## src/sv/prm_pkg.sv

```systemverilog
// Package for the pixel rotation mapper: request/result payload types and
// the elaboration-time Q1.14 sine/cosine generator. No dependencies.
`default_nettype none

package prm_pkg;

    localparam int ANGLE_W = 9;
    localparam int TRIG_W  = 16;   // signed Q1.14, range -16384..16384
    localparam int FRAC_Q  = 14;
    localparam int QUAD_N  = 90;   // entries in the quarter-wave table
    localparam int QIDX_W  = 7;

    localparam logic [ANGLE_W-1:0] DEG_90  = 9'd90;
    localparam logic [ANGLE_W-1:0] DEG_180 = 9'd180;
    localparam logic [ANGLE_W-1:0] DEG_270 = 9'd270;
    localparam logic [ANGLE_W-1:0] DEG_360 = 9'd360;

    localparam logic [63:0]  PI_NUM     = 64'd3141592654;
    localparam logic [127:0] PI_DEN_DEG = 128'd180000000000;

    typedef struct packed {
        logic [6:0] src_row;
        logic [6:0] src_col;
        logic [7:0] pixel_value;
    } pix_req_t;

    typedef struct packed {
        logic [6:0] dst_row;
        logic [6:0] dst_col;
        logic [7:0] dst_value;
        logic       in_range;
    } pix_res_t;

    // (a*b) >> 60, Q4.60 product
    function automatic logic [63:0] q60_mul(input logic [63:0] a, input logic [63:0] b);
        logic [127:0] p;
        p = {64'd0, a} * {64'd0, b};
        return p[123:60];
    endfunction

    // restoring shift-subtract divide, constant use only
    function automatic logic [127:0] udiv_sweep(input logic [127:0] n,
                                                input logic [127:0] d);
        logic [127:0] rem;
        logic [127:0] q;
        rem = '0;
        q   = '0;
        for (int i = 127; i >= 0; i--) begin
            rem = {rem[126:0], n[i]};
            if (rem >= d) begin
                rem  = rem - d;
                q[i] = 1'b1;
            end
        end
        return q;
    endfunction

    // sin (want_cos=0) or cos (want_cos=1) of r degrees, r in 0..89, Q1.14
    function automatic logic signed [TRIG_W-1:0] trig_q14(input int r, input bit want_cos);
        logic [127:0] num;
        logic [63:0]  t;
        logic [63:0]  t2;
        logic [63:0]  s;
        logic [63:0]  st;
        logic [63:0]  c;
        logic [63:0]  ct;
        logic [63:0]  v;
        logic [127:0] div_q;
        num = 128'(64'(r) * PI_NUM) << 60;
        div_q = udiv_sweep(num, PI_DEN_DEG);
        t  = div_q[63:0];
        t2 = q60_mul(t, t);
        s  = t;
        st = t;
        c  = 64'd1 << 60;
        ct = 64'd1 << 60;
        for (int n = 1; n <= 14; n++) begin
            div_q = udiv_sweep({64'd0, q60_mul(st, t2)}, 128'((2 * n) * (2 * n + 1)));
            st = div_q[63:0];
            div_q = udiv_sweep({64'd0, q60_mul(ct, t2)}, 128'((2 * n - 1) * (2 * n)));
            ct = div_q[63:0];
            if ((n % 2) == 1) begin
                s = s - st;
                c = c - ct;
            end else begin
                s = s + st;
                c = c + ct;
            end
        end
        v = want_cos ? c : s;
        v = (v + (64'd1 << 45)) >> 46;
        return signed'(v[TRIG_W-1:0]);
    endfunction

endpackage

`default_nettype wire

```

## src/sv/pixel_rotation_mapper_top.sv

```systemverilog
// Pixel rotation mapper top level: angle register and three-stage
// rotate pipeline. Depends on prm_pkg and prm_trig_rom.
`default_nettype none

// Channel     Ports                              Direction  Handshake
// ---------   --------------------------------   ---------  --------------------------
// request     start, busy, req (pix_req_t)       in         taken when start && !busy
// result      done, result (pix_res_t)           out        one-cycle strobe, no stall
// config      cfg_valid, cfg_ready, cfg_data     in         written when valid && ready
//
// One request per clock; each result passes through the input/trig stage, the
// multiplier stage and the sum/range stage after its request is taken.
// busy and cfg_ready are always low and high: nothing in the path can back up.
// rst_n clears the stage valid bits and sets the angle to 0 degrees.
// The receiver cannot stall, so results are never held or repeated.
module pixel_rotation_mapper_top
    import prm_pkg::*;
#(
    parameter int CANVAS_SIZE = 128
)
(
    input  wire logic               clk,
    input  wire logic               rst_n,
    input  wire logic               start,
    output logic                    busy,
    input  wire pix_req_t           req,
    output logic                    done,
    output pix_res_t                result,
    input  wire logic               cfg_valid,
    output logic                    cfg_ready,
    input  wire logic [ANGLE_W-1:0] cfg_data
);

    localparam int HALF = CANVAS_SIZE / 2;
    // centered coordinate: -HALF .. 127 - HALF
    localparam int XW = $clog2(HALF + 128) + 1;
    localparam int PW = XW + TRIG_W;       // one product
    localparam int SW = PW + 1;            // sum of two products
    localparam int RW = SW - FRAC_Q + 1;   // destination coordinate after recentering

    assign busy      = 1'b0;
    assign cfg_ready = 1'b1;

    // angle register
    logic [ANGLE_W-1:0] angle_reg;

    always_ff @(posedge clk or negedge rst_n)
    begin
        if (!rst_n)
        begin
            angle_reg <= '0;
        end
        else if (cfg_valid && cfg_ready)
        begin
            angle_reg <= cfg_data;
        end
    end

    // trig lookup feeds stage 1
    logic signed [TRIG_W-1:0] sin_now;
    logic signed [TRIG_W-1:0] cos_now;

    prm_trig_rom u_trig (
        .angle (angle_reg),
        .sin_q (sin_now),
        .cos_q (cos_now)
    );

    // stage valid bits
    logic v1_reg, v2_reg, v3_reg;
    logic take;

    assign take = start && !busy;

    always_ff @(posedge clk or negedge rst_n)
    begin
        if (!rst_n)
        begin
            v1_reg <= 1'b0;
            v2_reg <= 1'b0;
            v3_reg <= 1'b0;
        end
        else
        begin
            v1_reg <= take;
            v2_reg <= v1_reg;
            v3_reg <= v2_reg;
        end
    end

    // stage 1: center coordinates, latch sin/cos
    logic signed [XW-1:0]     x_next, y_next;
    logic signed [XW-1:0]     x_reg, y_reg;
    logic signed [TRIG_W-1:0] sin_reg, cos_reg;
    logic [7:0]               val1_reg;

    assign x_next = XW'(req.src_col) - XW'(HALF);
    assign y_next = XW'(req.src_row) - XW'(HALF);

    // stage 2: the four products
    logic signed [PW-1:0] xc_reg, ys_reg, xs_reg, yc_reg;
    logic [7:0]           val2_reg;

    // stage 3: sums, floor by arithmetic shift, recenter, range check
    logic signed [SW-1:0] xr_sum, yr_sum;
    logic signed [RW-1:0] row_c, col_c;
    logic                 ok_c;
    pix_res_t             res_next;
    pix_res_t             res_reg;

    always_comb
    begin
        xr_sum = SW'(xc_reg) - SW'(ys_reg);
        yr_sum = SW'(xs_reg) + SW'(yc_reg);
        row_c  = RW'(signed'(yr_sum[SW-1:FRAC_Q])) + RW'(HALF);
        col_c  = RW'(signed'(xr_sum[SW-1:FRAC_Q])) + RW'(HALF);
        ok_c   = !row_c[RW-1] && !col_c[RW-1]
                 && (row_c < RW'(CANVAS_SIZE)) && (col_c < RW'(CANVAS_SIZE));
        res_next.dst_row   = ok_c ? row_c[6:0] : 7'd0;
        res_next.dst_col   = ok_c ? col_c[6:0] : 7'd0;
        res_next.dst_value = val2_reg;
        res_next.in_range  = ok_c;
    end

    // payload registers, no reset needed
    always_ff @(posedge clk)
    begin
        if (take)
        begin
            x_reg    <= x_next;
            y_reg    <= y_next;
            sin_reg  <= sin_now;
            cos_reg  <= cos_now;
            val1_reg <= req.pixel_value;
        end
        if (v1_reg)
        begin
            xc_reg   <= PW'(x_reg) * PW'(cos_reg);
            ys_reg   <= PW'(y_reg) * PW'(sin_reg);
            xs_reg   <= PW'(x_reg) * PW'(sin_reg);
            yc_reg   <= PW'(y_reg) * PW'(cos_reg);
            val2_reg <= val1_reg;
        end
        if (v2_reg)
        begin
            res_reg <= res_next;
        end
    end

    assign done   = v3_reg;
    assign result = res_reg;

endmodule

`default_nettype wire

```

## src/sv/prm_trig_rom.sv

```systemverilog
// Angle to sine/cosine lookup: quarter-wave constant table plus quadrant fold.
// Depends on prm_pkg.
`default_nettype none

module prm_trig_rom
    import prm_pkg::*;
(
    input  wire logic        [ANGLE_W-1:0] angle,
    output logic signed      [TRIG_W-1:0]  sin_q,
    output logic signed      [TRIG_W-1:0]  cos_q
);

    logic signed [TRIG_W-1:0] sin_tab [QUAD_N];
    logic signed [TRIG_W-1:0] cos_tab [QUAD_N];

    for (genvar k = 0; k < QUAD_N; k++) begin : g_tab
        localparam logic signed [TRIG_W-1:0] SIN_K = trig_q14(k, 1'b0);
        localparam logic signed [TRIG_W-1:0] COS_K = trig_q14(k, 1'b1);
        assign sin_tab[k] = SIN_K;
        assign cos_tab[k] = COS_K;
    end

    logic [ANGLE_W-1:0] ang_mod;
    logic [ANGLE_W-1:0] ang_r;
    logic [1:0]         quad;
    logic signed [TRIG_W-1:0] sq;
    logic signed [TRIG_W-1:0] cq;

    always_comb
    begin
        ang_mod = (angle >= DEG_360) ? angle - DEG_360 : angle;
        priority if (ang_mod >= DEG_270)
        begin
            quad  = 2'd3;
            ang_r = ang_mod - DEG_270;
        end
        else if (ang_mod >= DEG_180)
        begin
            quad  = 2'd2;
            ang_r = ang_mod - DEG_180;
        end
        else if (ang_mod >= DEG_90)
        begin
            quad  = 2'd1;
            ang_r = ang_mod - DEG_90;
        end
        else
        begin
            quad  = 2'd0;
            ang_r = ang_mod;
        end
        sq = sin_tab[ang_r[QIDX_W-1:0]];
        cq = cos_tab[ang_r[QIDX_W-1:0]];
        unique case (quad)
            2'd0:
            begin
                sin_q = sq;
                cos_q = cq;
            end
            2'd1:
            begin
                sin_q = cq;
                cos_q = -sq;
            end
            2'd2:
            begin
                sin_q = -sq;
                cos_q = -cq;
            end
            default:
            begin
                sin_q = -cq;
                cos_q = sq;
            end
        endcase
    end

endmodule

`default_nettype wire

```

## config.mk

```make
export PLATFORM = sky130hd
export DESIGN_NAME = pixel_rotation_mapper_top
export DESIGN_NICKNAME = d
export VERILOG_FILES = /design/src/sv/prm_pkg.sv /design/src/sv/pixel_rotation_mapper_top.sv /design/src/sv/prm_trig_rom.sv
export SDC_FILE = /design/constraint.sdc
export NUM_CORES = 2
export LEC_CHECK = 0
export BUFFER_PORTS_ARGS = -buffer_cell sky130_fd_sc_hd__buf_4
export CORE_ASPECT_RATIO = 0.75
export CORE_MARGIN = 1
export CORE_UTILIZATION = 60
export DETAILED_ROUTE_END_ITERATION = 10
export PLACE_DENSITY = 0.89
export SYNTH_ARGS = -nofsm -noshare
export SYNTH_HDL_FRONTEND = slang
export SYNTH_HIERARCHICAL = 1
export SYNTH_SLANG_ARGS = --single-unit
```

## constraint.sdc

```tcl
create_clock -name clk -period 7.1 [get_ports clk]
set_input_delay 2.13 -clock clk [delete_from_list [all_inputs] [get_ports clk]]
set_output_delay 2.13 -clock clk [all_outputs]
set_load 0.05 [all_outputs]
```

==> key figures <==
Synthesis
  – Post-synth net total: 4124
  – Post-synthesis register bit count: 193
  – Yosys warns: 6
  – Distinct cells, synth: 129
  – Synthesized area: 0.03175 mm²
  – Cell count after synthesis: 3422
  – Avg Inst Size Synth: 9.277 µm²
  – EDFF count, synth: 181
  – Sequential area share after synthesis: 18.07%
  – Post-synth top flop: edfxtp_1
  – Async set-reset flop share out of synthesis: 6.218%

STA
  – Relative slew slack: 22.74%
  – Period utilization: 95.60%
  – Final setup margin: 0.3122 ns
  – Fin. max-slew vios: 0
  – Total negative slack: 0 ns
  – RSZ-0062 raised after global routing: false
  – Fin crit period: 6.788 ns
  – Worst Max-Slew Pin Slew: 1.159 ns
  – Fmax: 0.1473 GHz
  – Clock skew: 0.01590 ns
  – Final setup viols: 0
  – Final Hold Viols: 0

Placed design
  – Post-DP HPWL: 72.16 mm
  – Port Buf Inserts: 58
  – GPL Wtd Cong: 1.113
  – Setup slack at placement: 0.4584 ns

GRT
  – Global route total overflow: 0
  – Vias in the first global route: 27090
  – GRT busiest layer: met2
  – M1 GR Usage: 49.11%
  – Met3 usage: 12.23%
  – Pin count of the biggest net entering global routing: 63
  – Initial antenna violation count: 2
  – First-pass GRT wire length: 148.5 mm
  – Met2 usage: 52.94%
  – Total GRT Usage: 35.90%

Clocking
  – Cts hold-fix bufs: 0
  – Clk_lat worst skew: 0.51 ns
  – Buffer count from post-CTS setup fixing: 0
  – Clk pin slew, worst setup/hold paths: 0.08 ns
  – CTS max path bufs: 2
  – Clk Tree Root Cell: clkbuf_16
  – CTS Buf Count: 17
  – CTS tree: done
  – # H-tree levels: 4
  – TritonCTS Sinks: 193
  – Post_cts resized: 0

Setup path
  – Slowest Stage Delay on Critical Path: 0.52 ns
  – Worst Path Max Fanout: 30
  – Crit. End Element: flip-flop
  – WP buf/inv: 7
  – Worst Setup Start Kind: flip-flop
  – Crit-path slowest cell: dfrtp_1
  – Most frequent cell on the critical path: buf_4
  – CP delay by family, top: compound AO/OA/AOI/OAI gates
  – Data required, critical path: 7.44 ns
  – Critical path arrival: 7.13 ns
  – CP Class: flip-flop to flip-flop

Floorplan
  – Core ar.: 0.05189 mm²
  – Die height: 201.2 µm
  – Initial core utilization: 61.18%
  – Num ports: 61
  – Row count: 72
  – Die area: 0.05384 mm²
  – DIE WIDTH: 267.6 µm

Run status
  – Status: finished, final reports clean

Flow run
  – Maximum Capacitance Violations: 0

Detailed routing
  – Routed wire per std cell: 22.39 µm
  – Detailed-route via count: 26180
  – Detail Route Antenna Nets: 0
  – Drt initial violations: 3421
  – Final WL: 93.71 mm
  – Drt first pass iters: 10
  – Drt via density: 6.254
  – Remaining DRCs: 0

Min path
  – Hold crit path type: flip-flop to flip-flop

Finish
  – Layout area overhead: 7.153%
  – Layout Nets: 4171
  – Layout cell share with drive strength beyond 1: 10.57%
==> path summary, 6_finish.rpt <==
kind	from	depth (start not counted)	slack (ns)	end
setup / recovery	angle_reg[3]	27	0.31	cos_reg[13]
min in group asynchronous	rst_n	1	1.45	angle_reg[7]
max in group asynchronous	rst_n	1	5.46	v1_reg
setup reg to reg	angle_reg[3]	27	0.31	cos_reg[13]
hold reg to reg	val2_reg[7]	0	0.42	result[8]
hold / removal	val2_reg[7]	0	0.42	result[8]
==> metrics by stage <==
step	instances	hold slack, ns	instance area, µm²	util, %
after floorplan	3422	0.4003	31750	-
after global placement	4153	0.4004	33380	64.34
after detailed placement	4153	0.4045	33380	64.34
after CTS	4185	0.4165	34000	65.51
after global routing	4185	0.4282	34020	65.55
final	4186	0.4228	34020	65.56
==> cell usage in the layout, fill, tap and decap left out, types with 11 or more instances in the layout <==
cell       instances
o211ai_1          23
nand2_1          195
and2_1           367
edfxtp_1         181
nand3_1           57
o21ai_1           14
fa_1             416
o22ai_1           20
buf_4            197
a211oi_1          24
o31ai_1           11
nand2b_1          13
clkbuf_16         17
a211o_1           11
a22oi_1           11
nand4_1           13
o221ai_1          16
nor2_2            13
xor2_1            38
nor3_1            54
ha_1             251
inv_1            603
dfrtp_1           11
a31oi_1           23
a221oi_1          11
nor2b_1           23
a21o_1            28
or3_1             16
and3_1            17
o21ai_0          107
o21a_1            17
nor2_1           172
a21oi_1          131
xnor2_1           92
==> final cells by class <==
cell class / instances / area, µm²
Fill cell: 3830 / 17870
Antenna cell: 1 / 2.502
Timing Repair Buffer: 204 / 1619
Sequential cell: 193 / 5739
Tap cell: 703 / 879.6
Clock inverter: 15 / 186.4
Clock buffer: 17 / 425.4
Inverter: 608 / 2282
Multi-Input combinational cell: 2445 / 22880
==> synthesized netlist by cell type (23+ instances only) <==
master / n / area, µm²
nor3_1: 54 / 270.3
buf_2: 32 / 160.2
a21o_1: 28 / 210.2
a31oi_1: 24 / 150.1
fa_1: 416 / 8328
and2_1: 367 / 2296
nor2_1: 173 / 649.4
nand3_1: 57 / 285.3
o211ai_1: 23 / 172.7
nand2_1: 195 / 732.0
edfxtp_1: 181 / 5435
inv_1: 603 / 2263
a21oi_1: 132 / 660.6
o21ai_0: 107 / 535.5
clkbuf_1: 107 / 401.6
xnor2_1: 93 / 814.5
xor2_1: 38 / 332.8
ha_1: 251 / 3141
a211oi_1: 24 / 180.2
nor2b_1: 23 / 143.9
==> kinds of logic (layout without fill, tap and decap cells) <==
| logic type | after synthesis | after routing | synth area share, % |
|---|---|---|---|
| multiplexers | 22 | 22 | 0.8119 |
| AND/OR/NAND/NOR | 1013 | 1013 | 17.35 |
| adder cells (fa/ha/maj) | 668 | 668 | 36.16 |
| buffers and inverters | 784 | 844 | 9.987 |
| AO/OA/AOI/OAI | 608 | 608 | 13.90 |
| XOR/XNOR | 132 | 132 | 3.701 |
| other | 2 | 3 | 0.02366 |
| flip-flops | 193 | 193 | 18.07 |
==> layer usage <==
layer	share of wire, %	wire [µm]
met4	3.3	3048
met3	14	13160
met1	39	36920
met2	43	40570
met5	0.013	12
Power is left out: the tool's default activity adds up to more than one toggle a clock period on the data nets, which glitch-free logic cannot reach.
